[src/hdl/tip_pkg.sv]
`default_nettype none

package tip_pkg;

	localparam int VALUE_WIDTH_DEF = 32;
	localparam int COUNT_WIDTH_DEF = 8;

	localparam int CHAR_W   = 8;
	localparam int NUMBER_W = 32;
	localparam int CONSUMED_W = 8;
	localparam int APB_DATA_W = 32;
	localparam int APB_ADDR_W = 4;

	localparam logic [1:0] REG_START_DECIMAL   = 2'd0;
	localparam logic [1:0] REG_TRIM_LEADING    = 2'd1;
	localparam logic [1:0] REG_ACCEPT_NEGATIVE = 2'd2;

	localparam logic [CHAR_W-1:0] CH_NUL   = 8'h00;
	localparam logic [CHAR_W-1:0] CH_MINUS = 8'h2d;
	localparam logic [CHAR_W-1:0] CH_LOW_X = 8'h78;
	localparam logic [CHAR_W-1:0] CH_UP_X  = 8'h58;
	localparam logic [CHAR_W-1:0] CH_ZERO  = 8'h30;
	localparam logic [CHAR_W-1:0] CH_NINE  = 8'h39;
	localparam logic [CHAR_W-1:0] CH_LOW_A = 8'h61;
	localparam logic [CHAR_W-1:0] CH_LOW_F = 8'h66;
	localparam logic [CHAR_W-1:0] CH_UP_A  = 8'h41;
	localparam logic [CHAR_W-1:0] CH_UP_F  = 8'h46;

	typedef struct packed {
		logic start_decimal;
		logic trim_leading;
		logic accept_negative;
	} cfg_t;

	localparam cfg_t CFG_RESET = '{start_decimal: 1'b1, trim_leading: 1'b0,
		accept_negative: 1'b0};

endpackage

`default_nettype wire

[src/hdl/text_integer_parser_core.sv]
`default_nettype none

// Channel   Handshake                  Payload
// text      text_valid / text_stall    text_char
// number    number_valid / number_stall number_value, number_found, chars_consumed,
//                                       stop_char
// config    APB psel/penable/pwrite    paddr, pwdata, prdata, pready
//
// One character word is accepted per cycle while text_stall is low; the character that
// ends the number passes the single input register and the parse stage, whose
// multiply-add is combinational, and the result is held in the output register. Reset
// restores the register defaults and an empty number. A stalled result holds the output
// register, which backs up into the input register and then into text_stall.

module text_integer_parser_core
	import tip_pkg::*;
#(
	parameter int VALUE_WIDTH = VALUE_WIDTH_DEF,
	parameter int COUNT_WIDTH = COUNT_WIDTH_DEF
) (
	input  wire logic                   clk,
	input  wire logic                   arst_n,
	input  wire logic                   psel,
	input  wire logic                   penable,
	input  wire logic                   pwrite,
	input  wire logic [APB_ADDR_W-1:0]  paddr,
	input  wire logic [APB_DATA_W-1:0]  pwdata,
	output logic      [APB_DATA_W-1:0]  prdata,
	output logic                        pready,
	input  wire logic                   text_valid,
	output logic                        text_stall,
	input  wire logic [CHAR_W-1:0]      text_char,
	output logic                        number_valid,
	input  wire logic                   number_stall,
	output logic signed [NUMBER_W-1:0]  number_value,
	output logic                        number_found,
	output logic [CONSUMED_W-1:0]       chars_consumed,
	output logic [CHAR_W-1:0]           stop_char
);

	cfg_t                   cfg, cfg_next;
	logic                   cfg_wr;
	logic                   valid_s1;
	logic [CHAR_W-1:0]      char_s1;
	logic                   adv, fire, emit;
	logic [VALUE_WIDTH-1:0] value;
	logic                   found;
	logic [COUNT_WIDTH-1:0] count;

	logic                   out_valid_q;
	logic [NUMBER_W-1:0]    value_q;
	logic                   found_q;
	logic [CONSUMED_W-1:0]  consumed_q;
	logic [CHAR_W-1:0]      stop_q;

	tip_apb_regs u_regs (
		.clk      (clk),
		.arst_n   (arst_n),
		.psel     (psel),
		.penable  (penable),
		.pwrite   (pwrite),
		.paddr    (paddr),
		.pwdata   (pwdata),
		.prdata   (prdata),
		.pready   (pready),
		.cfg      (cfg),
		.cfg_next (cfg_next),
		.cfg_wr   (cfg_wr)
	);

	// The parse stage moves whenever the output register is free or being drained.
	assign adv        = !(out_valid_q && number_stall);
	assign fire       = valid_s1 && adv;
	assign text_stall = valid_s1 && !adv;

	always_ff @(posedge clk or negedge arst_n) begin
		if (!arst_n) begin
			valid_s1 <= 1'b0;
		end else if (!text_stall) begin
			valid_s1 <= text_valid;
		end
	end

	always_ff @(posedge clk) begin
		if (text_valid && !text_stall) begin
			char_s1 <= text_char;
		end
	end

	tip_parse #(
		.VALUE_WIDTH (VALUE_WIDTH),
		.COUNT_WIDTH (COUNT_WIDTH)
	) u_parse (
		.clk      (clk),
		.arst_n   (arst_n),
		.cfg      (cfg),
		.cfg_next (cfg_next),
		.cfg_wr   (cfg_wr),
		.fire     (fire),
		.ch       (char_s1),
		.emit     (emit),
		.value    (value),
		.found    (found),
		.count    (count)
	);

	always_ff @(posedge clk or negedge arst_n) begin
		if (!arst_n) begin
			out_valid_q <= 1'b0;
		end else if (adv) begin
			out_valid_q <= emit;
		end
	end

	always_ff @(posedge clk) begin
		if (emit) begin
			value_q    <= NUMBER_W'(value);
			found_q    <= found;
			consumed_q <= CONSUMED_W'(count);
			stop_q     <= char_s1;
		end
	end

	assign number_valid   = out_valid_q;
	assign number_value   = $signed(value_q);
	assign number_found   = found_q;
	assign chars_consumed = consumed_q;
	assign stop_char      = stop_q;

endmodule

`default_nettype wire

[src/hdl/tip_apb_regs.sv]
`default_nettype none

module tip_apb_regs
	import tip_pkg::*;
(
	input  wire logic                  clk,
	input  wire logic                  arst_n,
	input  wire logic                  psel,
	input  wire logic                  penable,
	input  wire logic                  pwrite,
	input  wire logic [APB_ADDR_W-1:0] paddr,
	input  wire logic [APB_DATA_W-1:0] pwdata,
	output logic      [APB_DATA_W-1:0] prdata,
	output logic                       pready,
	output cfg_t                       cfg,
	output cfg_t                       cfg_next,
	output logic                       cfg_wr
);

	logic [1:0] reg_idx;
	logic       wr_en;
	cfg_t       cfg_q;

	assign pready  = 1'b1;
	assign reg_idx = paddr[3:2];
	assign wr_en   = psel && penable && pwrite;

	// Only the three defined registers restart the parser; other addresses are ignored.
	always_comb begin
		cfg_next = cfg_q;
		cfg_wr   = 1'b0;
		if (wr_en) begin
			case (reg_idx)
				REG_START_DECIMAL: begin
					cfg_next.start_decimal = pwdata[0];
					cfg_wr = 1'b1;
				end
				REG_TRIM_LEADING: begin
					cfg_next.trim_leading = pwdata[0];
					cfg_wr = 1'b1;
				end
				REG_ACCEPT_NEGATIVE: begin
					cfg_next.accept_negative = pwdata[0];
					cfg_wr = 1'b1;
				end
				default: begin
					cfg_wr = 1'b0;
				end
			endcase
		end
	end

	always_ff @(posedge clk or negedge arst_n) begin
		if (!arst_n) begin
			cfg_q <= CFG_RESET;
		end else begin
			cfg_q <= cfg_next;
		end
	end

	always_comb begin
		case (reg_idx)
			REG_START_DECIMAL:   prdata = APB_DATA_W'(cfg_q.start_decimal);
			REG_TRIM_LEADING:    prdata = APB_DATA_W'(cfg_q.trim_leading);
			REG_ACCEPT_NEGATIVE: prdata = APB_DATA_W'(cfg_q.accept_negative);
			default:             prdata = '0;
		endcase
	end

	assign cfg = cfg_q;

endmodule

`default_nettype wire

[src/hdl/tip_parse.sv]
`default_nettype none

module tip_parse
	import tip_pkg::*;
#(
	parameter int VALUE_WIDTH = VALUE_WIDTH_DEF,
	parameter int COUNT_WIDTH = COUNT_WIDTH_DEF
) (
	input  wire logic                   clk,
	input  wire logic                   arst_n,
	input  wire cfg_t                   cfg,
	input  wire cfg_t                   cfg_next,
	input  wire logic                   cfg_wr,
	input  wire logic                   fire,
	input  wire logic [CHAR_W-1:0]      ch,
	output logic                        emit,
	output logic [VALUE_WIDTH-1:0]      value,
	output logic                        found,
	output logic [COUNT_WIDTH-1:0]      count
);

	localparam logic [VALUE_WIDTH-1:0] VAL_MIN = {1'b1, {(VALUE_WIDTH-1){1'b0}}};

	logic [VALUE_WIDTH-1:0] acc_q;
	logic                   hex_q;
	logic                   neg_q;
	logic                   found_q;
	logic                   trim_q;
	logic [COUNT_WIDTH-1:0] cnt_q;

	logic                   is_dec, is_lhex, is_uhex, d_ok;
	logic [3:0]             d_val;
	logic                   is_nul, is_minus, is_x, acc_zero;
	logic                   skip, take_x, take_minus, consume;
	logic                   hex_n;
	logic [3:0]             dig;
	logic [VALUE_WIDTH-1:0] acc_n;
	logic [COUNT_WIDTH-1:0] cnt_inc;

	always_comb begin
		is_dec  = (ch >= CH_ZERO) && (ch <= CH_NINE);
		is_lhex = hex_q && (ch >= CH_LOW_A) && (ch <= CH_LOW_F);
		is_uhex = hex_q && (ch >= CH_UP_A) && (ch <= CH_UP_F);
		d_ok    = is_dec || is_lhex || is_uhex;
		if (is_dec) begin
			d_val = 4'(ch - CH_ZERO);
		end else if (is_lhex) begin
			d_val = 4'(ch - CH_LOW_A + 8'd10);
		end else begin
			d_val = 4'(ch - CH_UP_A + 8'd10);
		end
	end

	assign is_nul   = (ch == CH_NUL);
	assign is_minus = (ch == CH_MINUS);
	assign is_x     = (ch == CH_LOW_X) || (ch == CH_UP_X);
	assign acc_zero = (acc_q == '0);

	// While trimming, anything but a digit, a minus or NUL is counted and dropped.
	assign skip       = trim_q && !is_nul && !d_ok && !is_minus;
	assign take_x     = !is_nul && !d_ok && acc_zero && is_x;
	assign take_minus = !is_nul && !d_ok && acc_zero && is_minus;
	assign consume    = !is_nul && (d_ok || take_x || take_minus);
	assign emit       = fire && !skip && !consume;

	assign hex_n   = hex_q || take_x;
	assign dig     = d_ok ? d_val : 4'd0;
	assign acc_n   = hex_n ? ((acc_q << 4) + VALUE_WIDTH'(dig))
	                       : ((acc_q << 3) + (acc_q << 1) + VALUE_WIDTH'(dig));
	assign cnt_inc = (cnt_q == '1) ? cnt_q : cnt_q + 1'b1;

	always_comb begin
		if (found_q) begin
			value = neg_q ? (VALUE_WIDTH'(0) - acc_q) : acc_q;
		end else begin
			value = cfg.accept_negative ? VAL_MIN : '1;
		end
	end

	assign found = found_q;
	assign count = cnt_q;

	always_ff @(posedge clk or negedge arst_n) begin
		if (!arst_n) begin
			acc_q   <= '0;
			hex_q   <= !CFG_RESET.start_decimal;
			neg_q   <= 1'b0;
			found_q <= 1'b0;
			trim_q  <= CFG_RESET.trim_leading;
			cnt_q   <= '0;
		end else if (cfg_wr) begin
			acc_q   <= '0;
			hex_q   <= !cfg_next.start_decimal;
			neg_q   <= 1'b0;
			found_q <= 1'b0;
			trim_q  <= cfg_next.trim_leading;
			cnt_q   <= '0;
		end else if (fire) begin
			if (skip) begin
				cnt_q <= cnt_inc;
			end else if (consume) begin
				acc_q   <= acc_n;
				hex_q   <= hex_n;
				neg_q   <= neg_q || take_minus;
				found_q <= 1'b1;
				trim_q  <= 1'b0;
				cnt_q   <= cnt_inc;
			end else begin
				acc_q   <= '0;
				hex_q   <= !cfg.start_decimal;
				neg_q   <= 1'b0;
				found_q <= 1'b0;
				trim_q  <= cfg.trim_leading;
				cnt_q   <= '0;
			end
		end
	end

endmodule

`default_nettype wire
[config.mk]
export PLATFORM = sky130hd
export DESIGN_NAME = text_integer_parser_core
export DESIGN_NICKNAME = d
export VERILOG_FILES = /design/src/hdl/tip_pkg.sv /design/src/hdl/text_integer_parser_core.sv /design/src/hdl/tip_apb_regs.sv /design/src/hdl/tip_parse.sv
export SDC_FILE = /design/constraint.sdc
export NUM_CORES = 1
export LEC_CHECK = 0
export BUFFER_PORTS_ARGS = -buffer_cell sky130_fd_sc_hd__buf_2
export CORE_ASPECT_RATIO = 1.25
export CORE_MARGIN = 2
export CORE_UTILIZATION = 35
export DETAILED_ROUTE_END_ITERATION = 8
export PLACE_DENSITY = 0.52
export REMOVE_ABC_BUFFERS = 1
export SETUP_SLACK_MARGIN = 0.02
export SLEW_MARGIN = 20
export SYNTH_ARGS = -nofsm -noshare
export SYNTH_HDL_FRONTEND = slang
export SYNTH_SLANG_ARGS = --single-unit
[constraint.sdc]
create_clock -name clk -period 8.5 [get_ports clk]
set_clock_uncertainty 0.15 [all_clocks]
set_input_delay 2.125 -clock clk [delete_from_list [all_inputs] [get_ports clk]]
set_output_delay 2.125 -clock clk [all_outputs]
set_load 0.03 [all_outputs]
==> metrics.txt <==
# TYPE chip_impl_metric gauge
chip_impl_info{name="status",value="completed"} 1
chip_impl_info{name="crit_type",value="reg -> reg"} 1
chip_impl_metric{name="h-tree-depth",unit=""} 3
chip_impl_metric{name="gp_routability_congestion",unit=""} 0.785
chip_impl_metric{name="number_of_max_cap_violations",unit=""} 0
chip_impl_metric{name="gr-usage-all-layers",unit="%"} 15.8
chip_impl_metric{name="netSwitchingFraction",unit="%"} 34.5
chip_impl_metric{name="remaining_drcs",unit=""} 0
chip_impl_info{name="prevailing_post_synth_register_cell",value="sky130_fd_sc_hd__edfxtp_1"} 1
chip_impl_metric{name="detail_route.iter0.violations",unit=""} 267
chip_impl_info{name="synth_largest_area_cell",value="sky130_fd_sc_hd__edfxtp_1"} 1
chip_impl_metric{name="coreArea",unit="sq um"} 20700
chip_impl_metric{name="power.clock.fraction",unit="%"} 30.0
chip_impl_metric{name="postSynthRegisterBits",unit=""} 106
chip_impl_metric{name="dpl.hpwl",unit="um"} 12800
chip_impl_metric{name="cellInternalPower",unit="uW"} 1080
chip_impl_metric{name="die_h",unit="um"} 166
chip_impl_metric{name="comb_power_share",unit="%"} 27.9
chip_impl_metric{name="clkLatencyLatePin",unit="ns"} 0.34
chip_impl_metric{name="numClockSinks",unit=""} 106
chip_impl_metric{name="drt-vias-per-instance",unit=""} 5.24
chip_impl_metric{name="final_period_minus_worst_setup_slack",unit="ns"} 5.16
chip_impl_metric{name="share_of_async_settable_or_async_resettable_flops_after_synthesis",unit="%"} 46.2
chip_impl_info{name="cp-end-kind",value="register"} 1
chip_impl_metric{name="power.density_cell_area",unit="nW/um^2"} 203
chip_impl_metric{name="ys_seq_area_share",unit="%"} 40.2
chip_impl_metric{name="post_route_cells_drive_above_1_share",unit="%"} 12.8
chip_impl_metric{name="slew_viol_final",unit=""} 0
chip_impl_metric{name="largest_net_degree_at_the_start_of_global_routing",unit=""} 50
chip_impl_metric{name="syn-cell-area",unit="sq um"} 7310
chip_impl_metric{name="postRouteAntennaNets",unit=""} 0
chip_impl_metric{name="seqPwrFrac",unit="%"} 42.1
chip_impl_info{name="layout_common_cells",value="69 x sky130_fd_sc_hd__nand2_1, 69 x sky130_fd_sc_hd__buf_2, 66 x sky130_fd_sc_hd__a21oi_1, 66 x sky130_fd_sc_hd__o21ai_0, 64 x sky130_fd_sc_hd__ha_1"} 1
chip_impl_info{name="rsz_0062_raised_after_global_routing",value="false"} 1
chip_impl_metric{name="final_nets",unit=""} 927
chip_impl_metric{name="hold_slack",unit="ns"} 0.361
chip_impl_metric{name="antenna_found_initial",unit=""} 0
chip_impl_metric{name="io_buffers",unit=""} 69
chip_impl_metric{name="netSwitchingPower",unit="uW"} 570
chip_impl_metric{name="die_width",unit="um"} 133
chip_impl_info{name="worstSetupStartpointType",value="register"} 1
chip_impl_metric{name="synthDistinctLibCells",unit=""} 61
chip_impl_metric{name="finalCritPeriodShare",unit="%"} 60.7
chip_impl_info{name="holdCritPathClass",value="reg -> reg"} 1
chip_impl_metric{name="design.die.area",unit="sq um"} 22100
chip_impl_metric{name="ys.warnings.count",unit=""} 0
chip_impl_metric{name="cts_buffer_depth",unit=""} 2
chip_impl_metric{name="syn_to_final_growth",unit="%"} 11.5
chip_impl_metric{name="timing.hold.worst_path_depth",unit=""} 0
chip_impl_metric{name="final_number_of_setup_violating_endpoints",unit=""} 0
chip_impl_metric{name="totalNegativeSetupSlack",unit="ns"} 0
chip_impl_metric{name="placementRows",unit=""} 59
chip_impl_metric{name="detail_route.first_pass.iterations",unit=""} 4
chip_impl_metric{name="grt_pass1_vias",unit=""} 5618
chip_impl_metric{name="cp_max_fo",unit=""} 6
chip_impl_metric{name="globalRouteOverflowTotal",unit=""} 0
chip_impl_metric{name="timing.fmax",unit="MHz"} 194
chip_impl_metric{name="crit_arrival",unit="ns"} 5.22
chip_impl_metric{name="p_leak",unit="uW"} 0.00366
chip_impl_metric{name="worst_pin_slew",unit="ns"} 0.992
chip_impl_metric{name="vdd_ir_drop_max",unit="uV"} 113
chip_impl_metric{name="cts.repair_timing.setup_buffer_count",unit=""} 0
chip_impl_metric{name="yosysTopAreaCellShare",unit="%"} 23.4
chip_impl_metric{name="worst_reg_to_reg_cells",unit=""} 14
chip_impl_metric{name="starting_density_of_the_core",unit="%"} 35.4
chip_impl_metric{name="maxSlewHeadroom",unit="%"} 33.8
chip_impl_metric{name="finalHoldViolations",unit=""} 0
chip_impl_metric{name="critical_path_required",unit="ns"} 8.56
chip_impl_metric{name="post_cts_hold_buffer_count",unit=""} 0
chip_impl_metric{name="synth-edff-count",unit=""} 57
chip_impl_info{name="synth.area.top_cells",value="sky130_fd_sc_hd__edfxtp_1 23%, sky130_fd_sc_hd__dfrtp_1 16%, sky130_fd_sc_hd__ha_1 11%"} 1
chip_impl_metric{name="total_wirelength_of_the_detailed_routed_design",unit="um"} 17300
chip_impl_info{name="root_buffer",value="sky130_fd_sc_hd__clkbuf_16"} 1
chip_impl_metric{name="io-pin-count",unit=""} 135
chip_impl_metric{name="post_cts.resized_instances",unit=""} 0
chip_impl_metric{name="syn-instance-count",unit=""} 759
chip_impl_metric{name="detailed_route_wire_length_per_cell",unit="um"} 15.9
chip_impl_metric{name="clkSlewWorstSetupHoldPaths",unit="ns"} 0.07
chip_impl_metric{name="tritoncts.num_buffers",unit=""} 9
chip_impl_metric{name="insertedDiodeCount",unit=""} 0
chip_impl_metric{name="dr_total_vias",unit=""} 5705
chip_impl_metric{name="grt_pass1_wl",unit="um"} 28600
chip_impl_info{name="cts_tree",value="built"} 1
chip_impl_metric{name="synth.avg_cell_area",unit="sq um"} 9.63
through the flow:
stage               cells  worst slack (ns)  util [%]  instance area (sq um)  power (uW)
global placement     1073              3.36      37.7                   7790        1170
global route         1089              2.85      39.4                   8150        1740
floorplan             725              3.32         -                   7050        1020
finish               1089              3.34      39.4                   8150        1650
detailed placement   1073              3.29      37.7                   7790        1180
CTS                  1089              3.29      39.4                   8150        1680
power by group through the flow:
stage / Sequential (uW) / Clock, uW / Combinational [uW]
3_5_place_dp: 708 / 0 / 468
3_3_place_gp: 708 / 0 / 465
5_1_grt: 706 / 533 / 501
6_report: 697 / 496 / 462
4_1_cts: 698 / 512 / 469
2_1_floorplan: 844 / 0 / 179
final timing paths:
kind	endpoint	start	slack (ns)
setup reg to reg	u_parse.acc_q[16]	char_s1[3]	3.34
setup / recovery	u_parse.acc_q[16]	char_s1[3]	3.34
max in group asynchronous	u_parse.acc_q[5]	arst_n	6.00
hold reg to reg	stop_char[5]	char_s1[5]	0.36
hold / removal	stop_char[5]	char_s1[5]	0.36
min in group asynchronous	u_parse.count[2]	arst_n	1.75
critical path, cell delays in order (launching register included):
cell                        delay (ns)
sky130_fd_sc_hd__edfxtp_1         0.46
sky130_fd_sc_hd__or3_1            0.42
sky130_fd_sc_hd__nor4_1           0.58
sky130_fd_sc_hd__or2_2            0.27
sky130_fd_sc_hd__o21a_1           0.17
sky130_fd_sc_hd__fa_1             0.47
sky130_fd_sc_hd__fa_1             0.52
sky130_fd_sc_hd__a211oi_1         0.38
sky130_fd_sc_hd__o21bai_1         0.16
sky130_fd_sc_hd__a2111oi_0        0.59
sky130_fd_sc_hd__o41a_1           0.29
sky130_fd_sc_hd__o21ai_0          0.09
sky130_fd_sc_hd__a31oi_1          0.21
sky130_fd_sc_hd__xor2_1           0.19
sky130_fd_sc_hd__o21ai_0          0.10
layer usage:
layer	share of wire [%]	track usage, %
met5	0	0
met4	1.0	4.02
met3	2.6	1.53
met2	50	27.9
met1	46	20.6
cells by family (layout without fill, tap and decap cells):
kind of cell,Yosys count,in the layout,synth area share (%)
DFF,106,106,40.2
AOI/OAI and AO/OA,226,226,19.6
xor gates and xnor gates,55,55,6.59
other,2,32,0.103
buffers and inverters,75,101,5.66
and+or+nand+nor,216,216,14.5
muxes,13,13,1.83
adders and majority gates,66,66,11.5
sequential cells by signal, indices dropped and copies added (netlist names):
register and flops:
char_s1 8, number_value 32, u_parse.acc_q 32, u_parse.trim_q 1
number_found 1, u_regs.cfg 3, u_parse.neg_q 1, u_parse.found 1
valid_s1 1, u_parse.count 8, number_valid 1, stop_char 8
u_parse.hex_q 1, chars_consumed 8
cell usage after synthesis (11+ instances only):
cell type / instances
sky130_fd_sc_hd__clkbuf_1: 22
sky130_fd_sc_hd__buf_4: 33
sky130_fd_sc_hd__xor2_1: 42
sky130_fd_sc_hd__a21o_1: 12
sky130_fd_sc_hd__dfrtp_1: 48
sky130_fd_sc_hd__nand3_1: 22
sky130_fd_sc_hd__and3_1: 11
sky130_fd_sc_hd__a22o_1: 12
sky130_fd_sc_hd__ha_1: 64
sky130_fd_sc_hd__inv_1: 11
sky130_fd_sc_hd__a21oi_1: 66
sky130_fd_sc_hd__o21ai_0: 66
sky130_fd_sc_hd__edfxtp_1: 57
sky130_fd_sc_hd__nor2_1: 46
sky130_fd_sc_hd__xnor2_1: 13
sky130_fd_sc_hd__nor3_1: 13
sky130_fd_sc_hd__nand2_1: 69
final cells by class:
cell class              instances  area (sq um)
fillers                      2098         12500
multi-input cells             608          4090
flip-flops and latches        106          2940
repair buffers                 74           383
well taps                     274           343
clock buffers                  10           229
clock inverters                 6           129
inverters                      11          41.3
(Power assumes the default switching activity.)
